`src/rtl/mtg_pkg.sv`:
```
// shared constants, command and status types of the mersenne twister generator
`default_nettype none
package mtg_pkg;

  localparam int unsigned STATE_WORDS = 624;
  localparam int unsigned KEY_DEPTH   = 32;
  localparam int unsigned IDX_W       = 10;
  localparam int unsigned KEY_AW      = (KEY_DEPTH > 1) ? $clog2(KEY_DEPTH) : 1;
  localparam int unsigned KC_W        = $clog2(KEY_DEPTH + 1);

  localparam logic [IDX_W-1:0] UNSEEDED  = IDX_W'(625);
  localparam logic [IDX_W-1:0] SHIFT_POS = IDX_W'(397);

  localparam logic [31:0] TWIST_CONST = 32'h9908_B0DF;
  localparam logic [31:0] HIGH_BIT    = 32'h8000_0000;
  localparam logic [31:0] TEMPER_B    = 32'h9D2C_5680;
  localparam logic [31:0] TEMPER_C    = 32'hEFC6_0000;
  localparam logic [31:0] SEED_MULT   = 32'd1812433253;
  localparam logic [31:0] ARRAY_BASE  = 32'd19650218;
  localparam logic [31:0] ARRAY_MULT1 = 32'd1664525;
  localparam logic [31:0] ARRAY_MULT2 = 32'd1566083941;

  localparam logic [1:0] FUNC_SEED = 2'd0;
  localparam logic [1:0] FUNC_KEY  = 2'd1;
  localparam logic [1:0] FUNC_GEN  = 2'd2;

  typedef enum logic [4:0] {
    OP_NONE,
    OP_SEED0,
    OP_SEED0_BASE,
    OP_SEED_MUL,
    OP_SEED_WR,
    OP_KEY,
    OP_ARR_INIT,
    OP_A1,
    OP_B1,
    OP_A2,
    OP_B2,
    OP_FIN,
    OP_TW_PRE,
    OP_TW_A,
    OP_TW_B,
    OP_GEN_RD,
    OP_GEN_OUT,
    OP_GEN_NONE
  } mtg_op_e;

  typedef struct packed {
    mtg_op_e op;
  } mtg_cmd_t;

  typedef struct packed {
    logic unseeded;
    logic need_twist;
  } mtg_sts_t;

endpackage
`default_nettype wire

```
`src/rtl/mtg_ctrl.sv`:
```
// controller: sequences seeding, array seeding, twist and generate
`default_nettype none
module mtg_ctrl (
  input  logic             clk_i,
  input  logic             rst_ni,
  input  logic             start_i,
  input  logic [1:0]       func_i,
  input  logic             last_key_i,
  input  mtg_pkg::mtg_sts_t sts_i,
  output mtg_pkg::mtg_cmd_t cmd_o,
  output logic             busy_o
);
  import mtg_pkg::*;

  typedef enum logic [3:0] {
    S_IDLE, S_ARR_BASE, S_SEED_MUL, S_SEED_WR, S_ARR_INIT, S_A1, S_B1, S_A2, S_B2,
    S_FIN, S_TW_A, S_TW_B, S_GEN_RD, S_GEN_OUT
  } state_e;

  state_e state_q;
  logic [IDX_W-1:0] cnt_q;
  logic arr_q;

  always_comb begin
    cmd_o.op = OP_NONE;
    case (state_q)
      S_IDLE: begin
        if (start_i) begin
          case (func_i)
            FUNC_SEED: cmd_o.op = OP_SEED0;
            FUNC_KEY:  cmd_o.op = OP_KEY;
            FUNC_GEN: begin
              if (sts_i.unseeded)        cmd_o.op = OP_GEN_NONE;
              else if (sts_i.need_twist) cmd_o.op = OP_TW_PRE;
              else                       cmd_o.op = OP_GEN_RD;
            end
            default: cmd_o.op = OP_NONE;
          endcase
        end
      end
      S_ARR_BASE: cmd_o.op = OP_SEED0_BASE;
      S_SEED_MUL: cmd_o.op = OP_SEED_MUL;
      S_SEED_WR:  cmd_o.op = OP_SEED_WR;
      S_ARR_INIT: cmd_o.op = OP_ARR_INIT;
      S_A1:       cmd_o.op = OP_A1;
      S_B1:       cmd_o.op = OP_B1;
      S_A2:       cmd_o.op = OP_A2;
      S_B2:       cmd_o.op = OP_B2;
      S_FIN:      cmd_o.op = OP_FIN;
      S_TW_A:     cmd_o.op = OP_TW_A;
      S_TW_B:     cmd_o.op = OP_TW_B;
      S_GEN_RD:   cmd_o.op = OP_GEN_RD;
      S_GEN_OUT:  cmd_o.op = OP_GEN_OUT;
      default:    cmd_o.op = OP_NONE;
    endcase
  end

  always_ff @(posedge clk_i or negedge rst_ni) begin
    if (!rst_ni) begin
      state_q <= S_IDLE;
      cnt_q   <= '0;
      arr_q   <= 1'b0;
    end else begin
      case (state_q)
        S_IDLE: begin
          if (start_i) begin
            case (cmd_o.op)
              OP_SEED0: begin
                state_q <= S_SEED_MUL;
                arr_q   <= 1'b0;
                cnt_q   <= IDX_W'(STATE_WORDS - 2);
              end
              OP_KEY: if (last_key_i) state_q <= S_ARR_BASE;
              OP_TW_PRE: begin
                state_q <= S_TW_A;
                cnt_q   <= IDX_W'(STATE_WORDS - 1);
              end
              OP_GEN_RD: state_q <= S_GEN_OUT;
              default: ;
            endcase
          end
        end
        S_ARR_BASE: begin
          state_q <= S_SEED_MUL;
          arr_q   <= 1'b1;
          cnt_q   <= IDX_W'(STATE_WORDS - 2);
        end
        S_SEED_MUL: state_q <= S_SEED_WR;
        S_SEED_WR: begin
          if (cnt_q == '0) begin
            if (arr_q) begin
              state_q <= S_ARR_INIT;
            end else begin
              state_q <= S_IDLE;
            end
          end else begin
            state_q <= S_SEED_MUL;
            cnt_q   <= cnt_q - IDX_W'(1);
          end
        end
        S_ARR_INIT: begin
          state_q <= S_A1;
          cnt_q   <= IDX_W'(STATE_WORDS - 1);
        end
        S_A1: state_q <= S_B1;
        S_B1: begin
          if (cnt_q == '0) begin
            state_q <= S_A2;
            cnt_q   <= IDX_W'(STATE_WORDS - 2);
          end else begin
            state_q <= S_A1;
            cnt_q   <= cnt_q - IDX_W'(1);
          end
        end
        S_A2: state_q <= S_B2;
        S_B2: begin
          if (cnt_q == '0) begin
            state_q <= S_FIN;
          end else begin
            state_q <= S_A2;
            cnt_q   <= cnt_q - IDX_W'(1);
          end
        end
        S_FIN:  state_q <= S_IDLE;
        S_TW_A: state_q <= S_TW_B;
        S_TW_B: begin
          if (cnt_q == '0) begin
            state_q <= S_GEN_RD;
          end else begin
            state_q <= S_TW_A;
            cnt_q   <= cnt_q - IDX_W'(1);
          end
        end
        S_GEN_RD:  state_q <= S_GEN_OUT;
        S_GEN_OUT: state_q <= S_IDLE;
        default:   state_q <= S_IDLE;
      endcase
    end
  end

  assign busy_o = (state_q != S_IDLE);

endmodule
`default_nettype wire

```
`config.mk`:
```
export PLATFORM = sky130hd
export DESIGN_NAME = mtg_ctrl
export DESIGN_NICKNAME = d
export VERILOG_FILES = /design/src/rtl/mtg_pkg.sv /design/src/rtl/mtg_ctrl.sv
export SDC_FILE = /design/constraint.sdc
export NUM_CORES = 1
export LEC_CHECK = 0
export BUFFER_PORTS_ARGS = -buffer_cell sky130_fd_sc_hd__buf_2
export CAP_MARGIN = 25
export CORE_UTILIZATION = 55
export DETAILED_ROUTE_END_ITERATION = 8
export PLACE_DENSITY_LB_ADDON = 0.2
export RECOVER_POWER = 100
export SETUP_SLACK_MARGIN = 0.2
export SYNTH_ARGS = -nofsm -noshare
export SYNTH_HDL_FRONTEND = slang
export SYNTH_SLANG_ARGS = --single-unit
```
`constraint.sdc`:
```
create_clock -name clk_i -period 3.5 [get_ports clk_i]
set_input_delay 0.875 -clock clk_i [delete_from_list [all_inputs] [get_ports clk_i]]
set_output_delay 0.875 -clock clk_i [all_outputs]
set_load 0.01 [all_outputs]
```
==> results.yml <==
status:
  status: "finished clean"
run:
  cap_violations: 0
global_route:
  grt_pass1_wl_um: 5780
  grt_use_met2_pct: 43.0
  grt_max_degree: 26
  grt_pass1_vias: 1258
  grt.met3_usage_pct: 6.09
  gr-usage-met1_pct: 39.0
  antenna_found_initial: 0
  grt.overflow.total: 0
  grtUsageTotal_pct: 28.4
  top_usage_layer: "met2"
floorplan:
  die_y_um: 52.5
  num_rows: 17
  die_x_um: 52.5
  die-area_mm2: 0.00276
  io_pins: 14
  start_util_pct: 61.1
  core-area_mm2: 0.00230
routing:
  drt_wl_total_um: 3420
  routedWlPerCell_um: 16.1
  drt.antenna.violating_nets: 0
  via_per_inst: 6.81
  drtIter0Drc: 87
  vias: 1443
  drc: 0
  first_pass_iters: 5
synth:
  yosysWarnings: 0
  async_reset_ff_share_pct: 100
  synth.net_count: 185
  synthCells: 176
  synthFlopType: "dfrtp_1"
  synth_cell_types: 58
  synth_enable_flop_cells: 0
  netlist_area_mm2: 0.00140
  ys_seq_area_share_pct: 26.8
  postSynthRegisterBits: 15
  syn_avg_cell_area_um2: 7.97
sta:
  period_share_pct: 90.0
  final-setup-viol-count: 0
  hold_viol: 0
  slew_violations: 0
  clock.fmax_ghz: 0.318
  tightest_slew_ns: 0.941
  worst_slew_margin_rel_pct: 37.1
  finalClockSkew_ns: 0.00580
  fin_crit_ns: 3.15
  rsz0062_at_grt: "no"
  finalSetupTns_ns: 0
critical_path:
  slowest_stage: "dfrtp_1"
  path_class: "reg -> out"
  crit_arrival_ns: 2.27
  cp-start-kind: "register"
  slowest_delay_ns: 0.76
  crit_required_ns: 2.62
  worst_setup_path_end_kind: "primary output"
  crit_chain: "inv_1 -> a211o_1 -> o221ai_1 -> buf_2"
  cp_max_fo: 19
  path_delay_family: "flip-flops"
  critPathBufInv: 2
clocking:
  clk_root_buffer_cell: "clkbuf_4"
  clock_latency_ns: 0.30
  clk_pin_slew_worst_paths_ns: 0.10
  post_cts_buffers: 0
  cts_hold_buf: 0
  cts_buffers: 3
  htree_levels: 1
  cts_tree: "built"
  cts_repair_resize_count: 0
  clockBufferDepth: 2
  clock-sinks: 15
final_layout:
  syn2layout_area_growth_pct: 3.66
  finalNetCount: 194
  drive_above_1_share_pct: 11.4
  antennaDiodeCount: 0
min_path:
  hp-class: "reg -> reg"
placed_design:
  io_buffer_count: 13
  place_hpwl_um: 2420
  globalplace.congestion: 0.877
pwr:
  p_leak_nw: 0.542
  ir_drop_mv: 0.553
  total_power_mw: 1.21
  power_density_mw_per_mm2: 835
logic make-up (layout without fill, tap and decap cells):
family                     count (synthesis)  count (layout)  share of synthesized area [%]
AOI/OAI and AO/OA                         64              64                           32.7
xor gates and xnor gates                   2               2                           1.25
adders and majority gates                  1               1                          0.892
buffers and inverters                     19              27                           6.87
DFF                                       15              15                           26.8
and+or+nand+nor                           75              75                           31.5
cells in the mapped netlist (2+ instances only):
cell	count	area, um2
a211o_1	2	17.5
a21oi_1	10	50.1
a221o_1	2	20.0
a31oi_1	5	31.3
and2_1	3	18.8
buf_2	5	25.0
buf_6	2	22.5
clkbuf_1	2	7.51
dfrtp_1	15	375
inv_1	6	22.5
nand2_1	15	56.3
nand2b_1	5	31.3
nand3_1	3	15.0
nand4bb_1	2	22.5
nor2_1	13	48.8
nor2b_1	5	31.3
nor3_1	9	45.0
nor3b_1	3	22.5
nor4_1	4	25.0
o211a_1	2	20.0
o211ai_1	3	22.5
o21a_1	3	22.5
o21ai_0	11	55.1
o21ai_1	5	25.0
o31a_1	2	17.5
o31ai_1	4	30.0
o41ai_1	2	17.5
or2_2	2	12.5
xnor2_1	2	17.5
per-stage QoR:
stage | worst slack [ns] | cells | utilization [%] | hold WS, ns | cell area, um2
finish | 0.351 | 212 | 63.3 | 0.532 | 1450
global route | 0.203 | 212 | 63.3 | 0.558 | 1450
CTS | 0.540 | 212 | 64.4 | 0.480 | 1480
detailed placement | 0.617 | 208 | 63.2 | 0.502 | 1450
global placement | 0.686 | 208 | 63.2 | 0.495 | 1450
floorplan | 0.715 | 176 | - | 0.466 | 1400
layout make-up:
cell class / count / area (um2)
multi-input combinational: 142 / 912
fill: 209 / 843
sequential: 15 / 375
timing repair buffer: 15 / 73.8
tap: 28 / 35.0
inverter: 8 / 30.0
clock buffer: 3 / 22.5
clock inverter: 1 / 5.00
cells in the final DEF (no fill, tap or decap), drive strengths merged, types with 2 or more instances in the layout:
master / count
nor3b: 3
or2: 3
nand3: 3
nor2b: 5
o21a: 3
o211a: 2
and2: 3
o211ai: 3
clkbuf: 8
inv: 7
o31a: 2
clkinv: 2
dfrtp: 15
nand4bb: 2
nor2: 13
a31oi: 5
xnor2: 2
o41ai: 3
or4b: 3
a221o: 2
o31ai: 4
nor4: 5
o21ai: 16
nand2b: 5
buf: 10
nand2: 15
a21oi: 11
a211o: 2
nor3: 9
state kept, by name, summed over array words and instances (netlist names):
register	flops
arr_q	1
state_q	4
cnt_q	10
worst paths after layout:
| path | start | slack (ns) | to | depth (start not counted) |
|---|---|---|---|---|
| setup reg to reg | cnt_q[0]$_DFFE_PN0P_ | 0.39 | cnt_q[8]$_DFFE_PN0P_ | 7 |
| max in group asynchronous | rst_ni | 2.34 | cnt_q[7]$_DFFE_PN0P_ | 1 |
| hold / removal | arr_q$_DFFE_PN0P_ | 0.53 | arr_q$_DFFE_PN0P_ | 1 |
| hold reg to reg | arr_q$_DFFE_PN0P_ | 0.53 | arr_q$_DFFE_PN0P_ | 1 |
| setup / recovery | state_q[1]$_DFFE_PN0P_ | 0.35 | cmd_o[0] | 4 |
| min in group asynchronous | rst_ni | 0.64 | cnt_q[6]$_DFFE_PN0P_ | 1 |
layer usage:
| metal | vias up | part of all wire, % | wire length, um |
|---|---|---|---|
| met5 | - | 0 | 0 |
| met4 | 0 | 0.73 | 25 |
| met3 | 4 | 10 | 356 |
| met2 | 79 | 45 | 1540 |
| met1 | 671 | 44 | 1500 |
| li1 | 689 | - | - |
where the power goes:
part           internal (mW)  switching [mW]  total (mW)  leakage (nW)
Combinational          0.311           0.442       0.753         0.355
Sequential             0.226           0.128       0.354         0.169
Clock                 0.0426          0.0643       0.107        0.0177
Power figures use the tool's default switching activity.
